==> src/sv/cddc_pkg.sv <==
// ----------------------------------------------------------------------------
// cddc_pkg: shared types and constants for the date / day count converter
// Holds the sequencer states, field widths and the cumulative month tables.
// ----------------------------------------------------------------------------
`default_nettype none

package cddc_pkg;

  localparam int CNT_W   = 16;  // day count and accumulator width
  localparam int YEAR_W  = 12;
  localparam int MONTH_W = 4;
  localparam int DAY_W   = 5;
  localparam int DOY_W   = 9;   // day-of-year offsets, below 366

  localparam logic [YEAR_W-1:0]  BASE_YEAR   = 12'd2000;
  localparam logic [CNT_W-1:0]   DAYS_NORMAL = 16'd365;
  localparam logic [CNT_W-1:0]   DAYS_LEAP   = 16'd366;
  localparam logic [MONTH_W-1:0] LAST_MONTH  = 4'd11;   // zero-based December

  typedef logic [DOY_W-1:0] month_tab_t [12];

  localparam month_tab_t MS_NORMAL = '{
    9'd0, 9'd31, 9'd59, 9'd90, 9'd120, 9'd151,
    9'd181, 9'd212, 9'd243, 9'd273, 9'd304, 9'd334
  };
  localparam month_tab_t MS_LEAP = '{
    9'd0, 9'd31, 9'd60, 9'd91, 9'd121, 9'd152,
    9'd182, 9'd213, 9'd244, 9'd274, 9'd305, 9'd335
  };

  typedef enum logic [2:0] {
    ST_IDLE,
    ST_YEAR,
    ST_ADD,
    ST_MONTH,
    ST_DAY,
    ST_FINISH
  } st_t;

  // first day-of-year of a zero-based month; codes past December read as zero
  function automatic logic [DOY_W-1:0] month_start(input logic leap,
                                                   input logic [MONTH_W-1:0] idx);
    logic [DOY_W-1:0] v;
    v = '0;
    if (idx <= LAST_MONTH) begin
      v = leap ? MS_LEAP[idx] : MS_NORMAL[idx];
    end
    return v;
  endfunction

endpackage

`default_nettype wire

==> src/sv/cddc_alu.sv <==
// ----------------------------------------------------------------------------
// cddc_alu: shared add / subtract unit
// One adder used by every sequencer step; reports borrow on subtract.
// ----------------------------------------------------------------------------
`default_nettype none

module cddc_alu (
  input  wire logic [cddc_pkg::CNT_W-1:0] a,
  input  wire logic [cddc_pkg::CNT_W-1:0] b,
  input  wire logic                       sub,
  output logic      [cddc_pkg::CNT_W-1:0] res,
  output logic                            borrow
);
  import cddc_pkg::*;

  logic [CNT_W:0] sum;

  always_comb begin
    if (sub) begin
      sum = {1'b0, a} - {1'b0, b};
    end else begin
      sum = {1'b0, a} + {1'b0, b};
    end
  end

  assign res    = sum[CNT_W-1:0];
  assign borrow = sub & sum[CNT_W];

endmodule

`default_nettype wire

==> src/sv/calendar_date_day_count_converter_core.sv <==
// ----------------------------------------------------------------------------
// calendar_date_day_count_converter_core: date <-> day count since 2000-01-01
//
//   channel | tdata (low bit up)                     | tuser
//   in_     | in_year, in_month, in_day, in_count    | op
//   out_    | out_count, out_year, out_month, out_day| range_error
//
// One transaction at a time through a single shared adder. Date to count
// walks the years before the target (one year length per cycle), then adds
// the day of year; count to date strips whole years the same way, then runs
// the 11-step month table search. Rejected inputs go straight to finish.
// Reset empties the sequencer and the output register. A stalled result
// holds in the output register while the next transaction is accepted.
// ----------------------------------------------------------------------------
`default_nettype none

module calendar_date_day_count_converter_core #(
  parameter int YEAR_SPAN = 128
) (
  input  wire logic        clk,
  input  wire logic        rst_n,
  input  wire logic        in_tvalid,
  output logic             in_tready,
  input  wire logic [39:0] in_tdata,   // in_year[11:0], in_month[15:12], in_day[20:16],
                                       // in_count[36:21], zero fill
  input  wire logic        in_tuser,   // op
  output logic             out_tvalid,
  input  wire logic        out_tready,
  output logic      [39:0] out_tdata,  // out_count[15:0], out_year[27:16], out_month[31:28],
                                       // out_day[36:32], zero fill
  output logic             out_tuser   // range_error
);
  import cddc_pkg::*;

  localparam int YC_RAW     = $clog2(YEAR_SPAN + 1);
  localparam int YC_W       = (YC_RAW < 2) ? 2 : YC_RAW;
  localparam int LAST_COUNT = 365 * YEAR_SPAN + (YEAR_SPAN + 3) / 4 - 1;
  localparam int YEAR_END   = 2000 + YEAR_SPAN;

  // input unpack
  logic [YEAR_W-1:0]  in_year;
  logic [MONTH_W-1:0] in_month;
  logic [DAY_W-1:0]   in_day;
  logic [CNT_W-1:0]   in_count;
  logic               in_op;

  assign in_year  = in_tdata[11:0];
  assign in_month = in_tdata[15:12];
  assign in_day   = in_tdata[20:16];
  assign in_count = in_tdata[36:21];
  assign in_op    = in_tuser;

  st_t                state_r, state_nxt;
  logic               op_r, op_nxt;
  logic               err_r, err_nxt;
  logic [CNT_W-1:0]   acc_r, acc_nxt;
  logic [YC_W-1:0]    yr_r, yr_nxt;
  logic [YC_W-1:0]    ytgt_r, ytgt_nxt;
  logic [MONTH_W-1:0] mon_r, mon_nxt;
  logic [MONTH_W-1:0] idx_r, idx_nxt;
  logic [DAY_W-1:0]   day_r, day_nxt;
  logic               out_tvalid_r, out_tvalid_nxt;
  logic [39:0]        out_tdata_r, out_tdata_nxt;
  logic               out_tuser_r, out_tuser_nxt;

  logic [CNT_W-1:0]   alu_a, alu_b, alu_res;
  logic               alu_sub, alu_borrow;

  cddc_alu u_alu (
    .a      (alu_a),
    .b      (alu_b),
    .sub    (alu_sub),
    .res    (alu_res),
    .borrow (alu_borrow)
  );

  logic               leap;
  logic [CNT_W-1:0]   year_len;
  logic [YC_W:0]      yr_inc;
  logic               more_years;
  logic [YEAR_W:0]    yoff;
  logic               year_ok;
  logic               date_ok;
  logic               count_ok;

  assign leap       = (yr_r[1:0] == 2'd0);
  assign year_len   = leap ? DAYS_LEAP : DAYS_NORMAL;
  assign yr_inc     = {1'b0, yr_r} + {{YC_W{1'b0}}, 1'b1};
  assign more_years = (yr_inc < (YC_W+1)'(YEAR_SPAN));
  assign yoff       = {1'b0, in_year} - {1'b0, BASE_YEAR};
  assign year_ok    = (in_year >= BASE_YEAR) &&
                      ({1'b0, in_year} < (YEAR_W+1)'(YEAR_END));
  assign date_ok    = year_ok && (in_month != '0) && (in_month <= 4'd12) && (in_day != '0);
  assign count_ok   = ({1'b0, in_count} <= (CNT_W+1)'(LAST_COUNT));

  assign in_tready = (state_r == ST_IDLE);

  always_comb begin
    state_nxt      = state_r;
    op_nxt         = op_r;
    err_nxt        = err_r;
    acc_nxt        = acc_r;
    yr_nxt         = yr_r;
    ytgt_nxt       = ytgt_r;
    mon_nxt        = mon_r;
    idx_nxt        = idx_r;
    day_nxt        = day_r;
    out_tvalid_nxt = out_tvalid_r && !out_tready;
    out_tdata_nxt  = out_tdata_r;
    out_tuser_nxt  = out_tuser_r;
    alu_a          = acc_r;
    alu_b          = year_len;
    alu_sub        = op_r;

    unique case (state_r)
      ST_IDLE: begin
        if (in_tvalid) begin
          op_nxt   = in_op;
          yr_nxt   = '0;
          ytgt_nxt = yoff[YC_W-1:0];
          mon_nxt  = in_month - 4'd1;
          day_nxt  = in_day;
          acc_nxt  = in_op ? in_count : '0;
          err_nxt  = in_op ? !count_ok : !date_ok;
          state_nxt = (in_op ? !count_ok : !date_ok) ? ST_FINISH : ST_YEAR;
        end
      end
      ST_YEAR: begin
        alu_a = acc_r;
        alu_b = year_len;
        if (!op_r) begin
          // sum the lengths of the years before the target
          alu_sub = 1'b0;
          if (yr_r != ytgt_r) begin
            acc_nxt = alu_res;
            yr_nxt  = yr_inc[YC_W-1:0];
          end else begin
            state_nxt = ST_ADD;
          end
        end else begin
          // strip whole years while the remainder covers one
          alu_sub = 1'b1;
          if (!alu_borrow && more_years) begin
            acc_nxt = alu_res;
            yr_nxt  = yr_inc[YC_W-1:0];
          end else begin
            mon_nxt   = '0;
            idx_nxt   = 4'd1;
            state_nxt = ST_MONTH;
          end
        end
      end
      ST_ADD: begin
        alu_sub = 1'b0;
        alu_b   = CNT_W'(month_start(leap, mon_r)) + CNT_W'(day_r) - CNT_W'(1);
        acc_nxt = alu_res;
        state_nxt = ST_FINISH;
      end
      ST_MONTH: begin
        alu_sub = 1'b1;
        alu_b   = CNT_W'(month_start(leap, idx_r));
        if (!alu_borrow) begin
          mon_nxt = idx_r;
        end
        idx_nxt = idx_r + 4'd1;
        if (idx_r == LAST_MONTH) begin
          state_nxt = ST_DAY;
        end
      end
      ST_DAY: begin
        alu_sub = 1'b1;
        alu_b   = CNT_W'(month_start(leap, mon_r));
        day_nxt = alu_res[DAY_W-1:0] + DAY_W'(1);
        state_nxt = ST_FINISH;
      end
      ST_FINISH: begin
        if (!out_tvalid_r || out_tready) begin
          out_tvalid_nxt = 1'b1;
          out_tuser_nxt  = err_r;
          out_tdata_nxt  = '0;
          if (!err_r) begin
            if (!op_r) begin
              out_tdata_nxt[15:0] = acc_r;
            end else begin
              out_tdata_nxt[27:16] = BASE_YEAR + YEAR_W'(yr_r);
              out_tdata_nxt[31:28] = mon_r + 4'd1;
              out_tdata_nxt[36:32] = day_r;
            end
          end
          state_nxt = ST_IDLE;
        end
      end
      default: begin
        state_nxt = ST_IDLE;
      end
    endcase
  end

  always_ff @(posedge clk) begin
    if (!rst_n) begin
      state_r      <= ST_IDLE;
      out_tvalid_r <= 1'b0;
    end else begin
      state_r      <= state_nxt;
      out_tvalid_r <= out_tvalid_nxt;
    end
  end

  always_ff @(posedge clk) begin
    op_r        <= op_nxt;
    err_r       <= err_nxt;
    acc_r       <= acc_nxt;
    yr_r        <= yr_nxt;
    ytgt_r      <= ytgt_nxt;
    mon_r       <= mon_nxt;
    idx_r       <= idx_nxt;
    day_r       <= day_nxt;
    out_tdata_r <= out_tdata_nxt;
    out_tuser_r <= out_tuser_nxt;
  end

  assign out_tvalid = out_tvalid_r;
  assign out_tdata  = out_tdata_r;
  assign out_tuser  = out_tuser_r;

  // a taken transaction closes the input until its result is loaded
  a_busy_after_accept: assert property (@(posedge clk) disable iff (!rst_n)
    in_tvalid && in_tready |=> !in_tready)
    else $error("input still open after accepting a transaction");

  // month search runs over table entries one through eleven only
  a_month_index: assert property (@(posedge clk) disable iff (!rst_n)
    state_r == ST_MONTH |-> (idx_r >= 4'd1) && (idx_r <= LAST_MONTH))
    else $error("month search index out of range");

  // forward year walk never passes its target
  a_year_target: assert property (@(posedge clk) disable iff (!rst_n)
    state_r == ST_YEAR && !op_r |-> yr_r <= ytgt_r)
    else $error("year walk passed the target year");

  // year walk stays inside the supported span
  a_year_span: assert property (@(posedge clk) disable iff (!rst_n)
    state_r == ST_YEAR |-> {1'b0, yr_r} < (YC_W+1)'(YEAR_SPAN))
    else $error("year counter left the supported span");

endmodule

`default_nettype wire

==> config.mk <==
export PLATFORM = sky130hd
export DESIGN_NAME = calendar_date_day_count_converter_core
export DESIGN_NICKNAME = d
export VERILOG_FILES = /design/src/sv/cddc_pkg.sv /design/src/sv/cddc_alu.sv /design/src/sv/calendar_date_day_count_converter_core.sv
export SDC_FILE = /design/constraint.sdc
export NUM_CORES = 1
export LEC_CHECK = 0
export ABC_AREA = 1
export BUFFER_PORTS_ARGS = -buffer_cell sky130_fd_sc_hd__buf_2
export CORE_ASPECT_RATIO = 0.5
export CORE_MARGIN = 2
export CORE_UTILIZATION = 59
export DETAILED_ROUTE_END_ITERATION = 8
export HOLD_SLACK_MARGIN = 0.03
export PLACE_DENSITY = 0.87
export SLEW_MARGIN = 25
export SYNTH_ARGS = -nofsm -noshare
export SYNTH_HDL_FRONTEND = slang
export SYNTH_SLANG_ARGS = --single-unit
==> constraint.sdc <==
create_clock -name clk -period 6.4 [get_ports clk]
set_input_delay 0.64 -clock clk [delete_from_list [all_inputs] [get_ports clk]]
set_output_delay 0.64 -clock clk [all_outputs]
set_load 0.01 [all_outputs]
==> Yosys cells after proc, flatten, opt, wreduce, memory -nomap -nowiden <==
Memories as Yosys holds them, arrays and structs flattened.
Index checks and enable logic that the tools add are counted.
{ "totals": {"in_bits": 45, "rom_bits": 576, "memories": 4, "ff_bits": 89, "output_inout_bits": 43, "wordCells": 141} }
{ "classes": {"mux": 50, "addsub": 11, "n_eq_ne": 17, "reduce_logical": 33, "n_bitwise": 4, "magnitude_cmp": 9} }
{ "memory_table": {"columns": ["memory", "words", "width", "read_ports", "rd_ports_with_merged_regs", "wr", "line", "text"], "rows": [
  ["(no name shown)", 16, 9, 1, 0, 0, "cddc_pkg.sv:46", "v = leap ? MS_LEAP[idx] : MS_NORMAL[idx];"],
  ["(no name shown)", 16, 9, 1, 0, 0, "cddc_pkg.sv:46", null],
  ["(no name shown)", 16, 9, 1, 0, 0, "cddc_pkg.sv:46", null],
  ["(no name shown)", 16, 9, 1, 0, 0, "cddc_pkg.sv:46", null]
]} }
{ "ops": {"columns": ["op", "n"], "rows": [
  ["9-bit 2-to-1 mux", 13],
  ["16-bit case mux with 3 select lines", 2],
  ["16-bit 2-to-1 mux", 5],
  ["8-bit 2-to-1 mux", 4],
  ["4-bit 2-to-1 mux", 6],
  ["3-bit 2-to-1 mux", 7],
  ["16-bit by 16-bit adder with 17-bit output", 1],
  ["17-bit 2-to-1 mux", 1],
  ["16-bit by 16-bit subtractor with 17-bit output", 1],
  ["16-bit less-or-equal comparator, second input constant", 1],
  ["8-bit case mux with 2 select lines", 1],
  ["3-bit case mux with 5 select lines", 1],
  ["11-bit by 8-bit adder with 12-bit output, first input constant", 1],
  ["12-bit by 11-bit >= comparator with 1-bit output, second input constant", 1],
  ["4-bit less-or-equal comparator, second input constant", 3],
  ["12-bit < comparator, second input constant", 1],
  ["2-bit != test, second input constant", 6],
  ["3-bit != test, second input constant", 4],
  ["4-bit case mux with 3 select lines", 1],
  ["10-bit by 1-bit subtractor with 11-bit output, second input constant", 1],
  ["9-bit by 5-bit adder with 10-bit output", 1],
  ["5-bit >= comparator, second input constant", 2],
  ["4-bit inverter with 5-bit output", 2],
  ["5-bit case mux with 2 select lines", 1],
  ["other kinds (32)", 57]
]} }

==> Logic depth before layout (Yosys ltp) <==
Gate-level depths: netlist of run 1.
{ "depth": {"depth_word": 18, "ltp_mapped": 37} }

==> Cells and area by module <==
From an unflattened synthesis of run 1, not the netlist that was laid out.
{ "hier_totals": {"hier_cells": 950, "hier_area_um2": 7036.7} }
{ "modules_own_cells": {"columns": ["module", "area_each_um2", "cells_per_inst", "instances"], "rows": [
  ["calendar_date_day_count_converter_core", 5554.1, 665, 1],
  ["cddc_alu", 1482.7, 285, 1]
]} }

==> Worst setup path after synthesis of run 1 <==
No wires, ideal clock.
{ "synth_path": {"path_kind": "reg-to-reg", "startpoint": "register yr_r[0]", "endpoint": "register acc_r[0], enable pin", "path_slack_ns": 0.529, "path_stages_with_launch": 34, "path_buffers": 1, "arrival_time_ns": 5.462, "synth_period_minus_slack_ns": 5.871, "setup_ns": 0.409, "cell_sequence": "edfxtp_1 inv_1 ha_1 clkbuf_1 nand3_1 nand2_1 nand2_1 ha_1 inv_1 ha_1 fa_1 or2_2 nand3_1 nand2_1 inv_1 nand3_1 nor2_1 nand2_1 nor2_2 nor2_1 xor2_1 ha_1 nand2_1 nand2_1 nand2_1 nand2_1 nand2_1 nand3_1 nand2_1 nand2_1 nand2_1 nand2_1 nand2_1 nor3_1"} }
{ "synth_between": {"elab_cells_between_ends": 22} }
{ "synth_rtl": {"columns": ["element", "line", "text"], "rows": [
  ["from (decl)", "calendar_date_day_count_converter_core.sv:57", "logic [YC_W-1:0] yr_r, yr_nxt;"],
  ["from (signal assigned)", "calendar_date_day_count_converter_core.sv:213", "yr_r <= yr_nxt;"],
  ["8-bit by 1-bit adder with 9-bit output", "calendar_date_day_count_converter_core.sv:88", "assign yr_inc = {1'b0, yr_r} + {{YC_W{1'b0}}, 1'b1};"],
  ["named net yr_inc[0]", "calendar_date_day_count_converter_core.sv:79", "logic [YC_W:0] yr_inc;"],
  ["9-bit by 8-bit < comparator with 1-bit output", "calendar_date_day_count_converter_core.sv:89", "assign more_years = (yr_inc < (YC_W+1)'(YEAR_SPAN));"],
  ["1-bit logical AND", "calendar_date_day_count_converter_core.sv:143", "if (!alu_borrow && more_years) begin"],
  ["3-bit != test (no line)", null, null],
  ["4-bit AND reduction (no line)", null, null],
  ["to (signal assigned)", "calendar_date_day_count_converter_core.sv:212", "acc_r <= acc_nxt;"],
  ["to (decl)", "calendar_date_day_count_converter_core.sv:56", "logic [CNT_W-1:0] acc_r, acc_nxt;"]
]} }
The timed path passes the listed nets, and every way through them passes these cells. The select of a mux whose other input is x is not followed.
A chain may end at the register's enable or synchronous reset.

==> Worst setup path in the final report of run 1 <==
{ "layout_path": {"startpoint": "register mon_r[0]", "endpoint": "register acc_r[4], enable pin"} }
{ "layout_between": {"elab_chain_len": 17, "elab_cells_between_ends": 22} }
{ "layout_rtl": {"columns": ["element", "line", "text"], "rows": [
  ["from (decl)", "calendar_date_day_count_converter_core.sv:59", "logic [MONTH_W-1:0] mon_r, mon_nxt;"],
  ["from (signal assigned)", "calendar_date_day_count_converter_core.sv:215", "mon_r <= mon_nxt;"],
  ["4-bit inverter with 5-bit output (not written as such)", "cddc_pkg.sv:46", null],
  ["memory read 16 x 9 bit", null, null],
  ["9-bit 2-to-1 mux (not written as such) (2 in a row)", "cddc_pkg.sv:46", null],
  ["9-bit 2-to-1 mux", "cddc_pkg.sv:46", null],
  ["9-bit 2-to-1 mux *", "cddc_pkg.sv:45", "if (idx <= LAST_MONTH) begin"],
  ["9-bit 2-to-1 mux", "calendar_date_day_count_converter_core.sv:115", "unique case (state_r)"],
  ["9-bit by 5-bit adder with 10-bit output", "calendar_date_day_count_converter_core.sv:155", "alu_b = CNT_W'(month_start(leap, mon_r)) + CNT_W'(day_r) - CNT_W'(1);"],
  ["10-bit by 1-bit subtractor with 11-bit output", "calendar_date_day_count_converter_core.sv:155", null],
  ["16-bit case mux with 3 select lines *", "calendar_date_day_count_converter_core.sv:115", null],
  ["16-bit by 16-bit adder with 17-bit output or 16-bit by 16-bit subtractor with 17-bit output (tied branches)", "cddc_alu.sv:22, cddc_alu.sv:20", null],
  ["17-bit 2-to-1 mux *", "cddc_alu.sv:19", "if (sub) begin"],
  ["1-bit AND *", "cddc_alu.sv:27", "assign borrow = sub & sum[CNT_W];"],
  ["1-bit zero test *", null, null],
  ["1-bit logical AND *", "calendar_date_day_count_converter_core.sv:143", null],
  ["3-bit != test (no line) *", null, null],
  ["4-bit AND reduction (no line) *", null, null]
]} }
Every way passes the cells marked *; elsewhere a longest branch is shown, timed or not. The select of a mux whose other input is x is not followed.

==> results.md, run 1 <==
- Status: finished, final reports clean
- Period utilisation layout: 91.80%
- Std-Cell Core Area: 10980 sq um
- First-pass GRT wire length: 26900 um
- WL/cell: 14.81 um
- Post-synth EDFFs: 84
- N_diodes: 0
- Flip-flop and latch area: 2603 sq um
- Area contributors post-synth: edfxtp_1 (38%), nand2_1 (13%), ha_1 (9.0%)
- Final hold vios: 0
- Post-detail-place hpwl: 12790 um
- Synth Area in XOR/XNOR: 1.973%
- Average size of a mapped cell: 7.506 sq um
- GRT Total Usage: 28.01%
- Post-Route WL: 16570 um
- CP endpoint kind: register
- Crit path largest cell delay: 0.48 ns
- Max Slew Vio Count: 0
- Placed Area: 7172 sq um
- DRC: 0
- Worst R2R Setup Slack: 0.52 ns
- Adder-Cell Fraction of Synth Area: 9.622%
- DRT iter0 DRCs: 496
- M1 GR Usage: 35.68%
- Crit path launch type: register
- Area of the multi-input gates: 3437 sq um
- Filler cell count: 910
- Area Overhead vs Synth: 12.87%
- Relative slew slack: 38.50%
- Seq/Total Area, Yosys: 39.09%
- Cell area after synthesis: 6658 sq um
- Top-count cell post-synth: nand2_1
- Worst Path Max Fanout: 16
- Fraction of layout instances using a drive strength above 1: 14.68%
- Worst path most repeated cell: nand2_1
- Synth Flop Type: edfxtp_1
- Die H: 79.12 um
- H-tree depth: 3
- Vias per inst: 5.511
- Simple-Gate Fraction of Synth Area: 30.97%
- Rows: 27
- I/O Pins: 88
- Yosys reg bits: 88
- CTS Buf Count: 9
- Synth unique cells: 46
- Max frequency: 170.2 MHz
- Starting density of the core: 60.64%
- Largest net degree at the start of global routing: 38
- Clk slew on worst S/H paths: 0.07 ns
- Clock latency on the worst-skew pair: 0.35 ns
- Arr. time, crit path: 5.90 ns
- Total number of vias: 6167
- Port bufs: 81
- Synth Area in Compound Gates: 8.664%
- Area of the die: 12200 sq um
- Met2 Track Usage GR: 48.39%
- Yosys warns: 0
- Final GP Congestion: 0.9241
- Overflow after GRT: 0
- Worst Tran Pin Value: 0.9191 ns
- Final Worst Setup Slack: 0.5247 ns
- TritonRoute pass-1 iters: 5
- Clock sink count: 88
- MaxCap Viol Count: 0
- Nets@finish: 1064
- Cell taking the most area after synthesis: edfxtp_1
- Setup TNS: 0 ns
- Pre-CTS setup slack: 0.6019 ns
- # setup viols final: 0
- Post-synth ARST share: 0%
- Largest family of logic cells by synthesized area: simple AND/OR/NAND/NOR gates
- Critical-path top delay cell: edfxtp_1
- Post-synthesis mux area share: 0%
- Antenna violations before repair: 0
- Die Wd: 154.2 um
- Clock Path Buffers: 2
- Routed Antenna Nets: 0
- RSZ-0062 raised after global routing: no
- Global route hottest layer: met2
- CP required: 6.43 ns
- Worst Skew: 0.008912 ns
- Root Buffer: clkbuf_16
- Tightest Hold Check Type: in2reg
- Final instance area: 7515 sq um
- Synth Instances: 887
- Post-synth top area share: 37.89%
- CTS tree: done
- Min cycle time layout: 5.875 ns
- Critical setup path kind: reg2reg
- M3 GR Usage: 5.950%
- Vias in the first global route: 5786
- Most common library cells after synthesis: nand2_1 (222), inv_1 (137), nor2_1 (107)
critical path: cells and delay by family, from the launching register on:
family	cells	cell delay (ns)
and+or+nand+nor	21	2.38
buffers and inverters	4	0.56
xor gates and xnor gates	1	0.19
AOI/OAI and AO/OA	1	0.18
adders and majority gates	5	1.74
DFF	1	0.48
routing by layer:
layer	up-vias	part of all wire [%]
met4	0	2.1
met3	29	7.6
met1	2827	43
met2	241	47
met5	-	0
li1	3070	-
per-stage QoR:
stage,instances,hold slack [ns],utilization [%]
after floorplan,889,0.4264,-
after detailed placement,1100,0.4823,65.32
after CTS,1116,0.4716,68.03
after global routing,1119,0.4802,68.44
after global placement,1100,0.4814,65.32
final,1119,0.4782,68.44
cell usage in the layout, fill, tap and decap left out, types with 2 or more instances in the layout:
cell type  count
o21ai_0       35
conb_1         3
dfxtp_1        4
nor3_2         2
nor4_1         2
a31oi_1        2
o21bai_1       2
nor2_2         5
inv_2          4
xor2_1         6
nand3_1       76
buf_2         81
o22ai_1        6
nand3_4        2
ha_1          47
nor3_1        10
inv_1        137
inv_8          2
a21oi_1       42
nand3b_1       2
nor2_1       106
nand4_1       17
fa_1           2
edfxtp_1      84
xnor2_1        9
nand2_2        7
or2_2         12
nor2_4         4
buf_4          4
a21boi_0       3
a21o_1         3
inv_6          2
o21ai_1        3
nand2_1      222
clkbuf_16      9
sequential cells by signal (all words and copies together), names as in the netlist:
signal,cells
yr_r,8
out_tvalid,1
mon_r,4
op_r,1
idx_r,4
state_r,3
ytgt_r,8
err_r,1
out_tdata,36
day_r,5
acc_r,16
out_tuser,1
logic make-up (layout without fill, tap and decap cells):
| group | after synthesis | in the layout |
|---|---|---|
| other | 1 | 3 |
| adder cells (fa/ha/maj) | 50 | 50 |
| XOR/XNOR | 15 | 15 |
| flip-flops | 88 | 88 |
| buffers and inverters | 159 | 244 |
| AND/OR/NAND/NOR | 470 | 470 |
| AO/OA/AOI/OAI | 104 | 104 |
timing repair:
| action | in CTS | in global routing |
|---|---|---|
| setup endpoints to repair | 0 | 24 |
| setup buffers | 0 | 2 |
| resized for setup | 0 | 1 |
| hold buffers | 0 | 0 |
| endpoints found under the hold margin | 0 | 0 |
area by class of cell:
| cell class | count | area share, % |
|---|---|---|
| multi-input cells | 642 | 45.74 |
| repair buffers | 86 | 6.161 |
| flip-flops and latches | 88 | 34.63 |
| inverters | 142 | 7.093 |
| clock buffers | 9 | 2.997 |
| clock inverters | 7 | 0.9657 |
| well taps | 145 | 2.414 |
worst paths after layout:
kind,from,endpoint,depth (start not counted)
setup / recovery,mon_r[0]$_DFFE_PP_,acc_r[4]$_DFFE_PP_,32
hold / removal,in_tdata[1],ytgt_r[1]$_DFFE_PP_,1
setup reg to reg,mon_r[0]$_DFFE_PP_,acc_r[4]$_DFFE_PP_,32
hold reg to reg,err_r$_DFFE_PP_,out_tuser$_DFFE_PP_,0
Power of run 1 is not shown: default switching activity piles up to over one toggle a cycle in this logic, so the estimate is an artifact.
==> run 2: changes to the inputs <==
- REMOVE_ABC_BUFFERS: not set -> 1
==> results.md, run 2 (synthesized netlist as in run 1, its figures left out) <==
- Std-Cell Core Area: 10980 sq um
- Area Overhead vs Synth: 12.50%
- Fraction of layout instances using a drive strength above 1: 14.21%
- Min cycle time layout: 5.970 ns
- Antenna violations before repair: 0
- DRC: 0
- R2r endpoint: yr_r[0]$_SDFFCE_PN0P_
- CTS tree: done
- Port bufs: 81
- Placed Area: 7164 sq um
- H-tree depth: 3
- Period utilisation layout: 93.29%
- Critical setup path kind: reg2reg
- Crit path largest cell delay: 0.55 ns
- Die H: 79.12 um
- Post-cts hold buffer count: 0
- CP endpoint kind: register
- Final instance area: 7490 sq um
- Status: finished, final reports clean
- N_diodes: 0
- Worst path most repeated cell: nand2_1
- Commonest non-fill, non-tap cell in the layout: nand2_1
- Postcts setup bufs: 0
- Starting density of the core: 60.64%
- DRT iter0 DRCs: 605
- Total number of vias: 6279
- Max frequency: 167.5 MHz
- Max Slew Vio Count: 0
- Setup TNS: 0 ns
- Overflow after GRT: 0
- Worst r2r path cells: 31
- Final Util: 68.22%
- GRT Total Usage: 27.50%
- WHS Path Cells: 1
- CTS Buf Count: 9
- Clock latency on the worst-skew pair: 0.35 ns
- Max reg flops: 36
- MaxCap Viol Count: 0
- Clk slew on worst S/H paths: 0.06 ns
- I/O Pins: 88
- Final GP Congestion: 1.037
- Vias in the first global route: 5806
- Vias per inst: 5.626
- Arr. time, crit path: 5.98 ns
- Critical-path top delay cell: edfxtp_1
- Relative slew slack: 33.58%
- Nets@finish: 1061
- Largest net degree at the start of global routing: 38
- Hold path endpoint: ytgt_r[1]$_DFFE_PP_
- WP buf/inv: 4
- Cell family with most CP delay: simple AND/OR/NAND/NOR gates
- Worst R2R Setup Slack: 0.43 ns
- Filler cell count: 877
- Reg2reg start: mon_r[1]$_DFFE_PP_
- TritonRoute pass-1 iters: 5
- Worst Skew: 0.006669 ns
- Worst Path Max Fanout: 9
- WL/cell: 14.66 um
- Crit path launch type: register
- Die Wd: 154.2 um
- Post-detail-place hpwl: 12320 um
- # setup viols final: 0
- Root Buffer: clkbuf_16
- Post-Route WL: 16370 um
- Clock Path Buffers: 2
- Final hold vios: 0
- Tightest Hold Check Type: in2reg
- WHS: 0.4850 ns
- Area of the die: 12200 sq um
- First-pass GRT wire length: 26390 um
- CP required: 6.41 ns
- RSZ-0062 raised after global routing: no
- Worst Tran Pin Value: 0.9927 ns
- Most frequent cells in the layout: nand2_1 (222), inv_1 (137), nor2_1 (106)
- Routed Antenna Nets: 0
- Worst Hold Launch: in_tdata[1]
- Clock sink count: 88
- Rows: 27
[run 2: changes by cell type in the layout (fill, tap and decap cells not counted), sizes merged]
cell      before  now
buf           86   83
clkinvlp       1    2
clkinv         3    4
inv          145  142
bufinv         0    1
[run 2: metal layers]
metal  up-vias  track usage, %  wire, um
li1       3053               -         -
met1      2879           33.83      6788
met2       307           49.01      7691
met3        40           5.022      1495
met4         0           10.28       392
met5         -               0         0
[run 2: final cells by class]
class / count / area (sq um) / share of cell area, %
well taps: 145 / 181.4 / 2.422
clock buffers: 9 / 225.2 / 3.007
repair buffers: 83 / 440.4 / 5.880
inverters: 142 / 533.0 / 7.117
multi-input cells: 642 / 3437 / 45.89
clock inverters: 7 / 70.07 / 0.9355
flip-flops and latches: 88 / 2603 / 34.75
[run 2: worst max-delay path by stage]
stage / slack, ns / startpoint / cells past startpoint / endpoint
2_1_floorplan: 0.57 / mon_r[0]$_DFFE_PP_ / 33 / acc_r[0]$_DFFE_PP_
3_3_place_gp: 0.77 / yr_r[0]$_SDFFCE_PN0P_ / 32 / yr_r[7]$_SDFFCE_PN0P_
5_1_grt: 0.04 / mon_r[0]$_DFFE_PP_ / 32 / yr_r[0]$_SDFFCE_PN0P_
4_1_cts: 0.54 / yr_r[0]$_SDFFCE_PN0P_ / 31 / yr_r[0]$_SDFFCE_PN0P_
3_5_place_dp: 0.63 / yr_r[0]$_SDFFCE_PN0P_ / 31 / yr_r[7]$_SDFFCE_PN0P_
6_report: 0.43 / mon_r[1]$_DFFE_PP_ / 31 / yr_r[0]$_SDFFCE_PN0P_
[run 2: timing repair]
item                                   in CTS  in global routing
setup endpoints to repair                   0                 24
endpoints found under the hold margin       0                  0
gates resized for setup                     0                  1
[run 2: per-stage QoR]
stage | setup WS (ns) | instances
floorplan | 0.5668 | 872
global placement | 0.7657 | 1099
detailed placement | 0.6262 | 1099
CTS | 0.5441 | 1115
global route | 0.03619 | 1116
finish | 0.4296 | 1116
[run 2: worst reg2reg max path: cells and delay by family, from the launching register on]
| kind | cells | cell delay [ns] |
|---|---|---|
| AO/OA/AOI/OAI | 3 | 0.48 |
| XOR/XNOR | 1 | 0.18 |
| adder cells (fa/ha/maj) | 5 | 1.68 |
| buffers and inverters | 4 | 0.55 |
| flip-flops | 1 | 0.55 |
| AND/OR/NAND/NOR | 18 | 2.19 |
Power of run 2 is left out for the same reason.
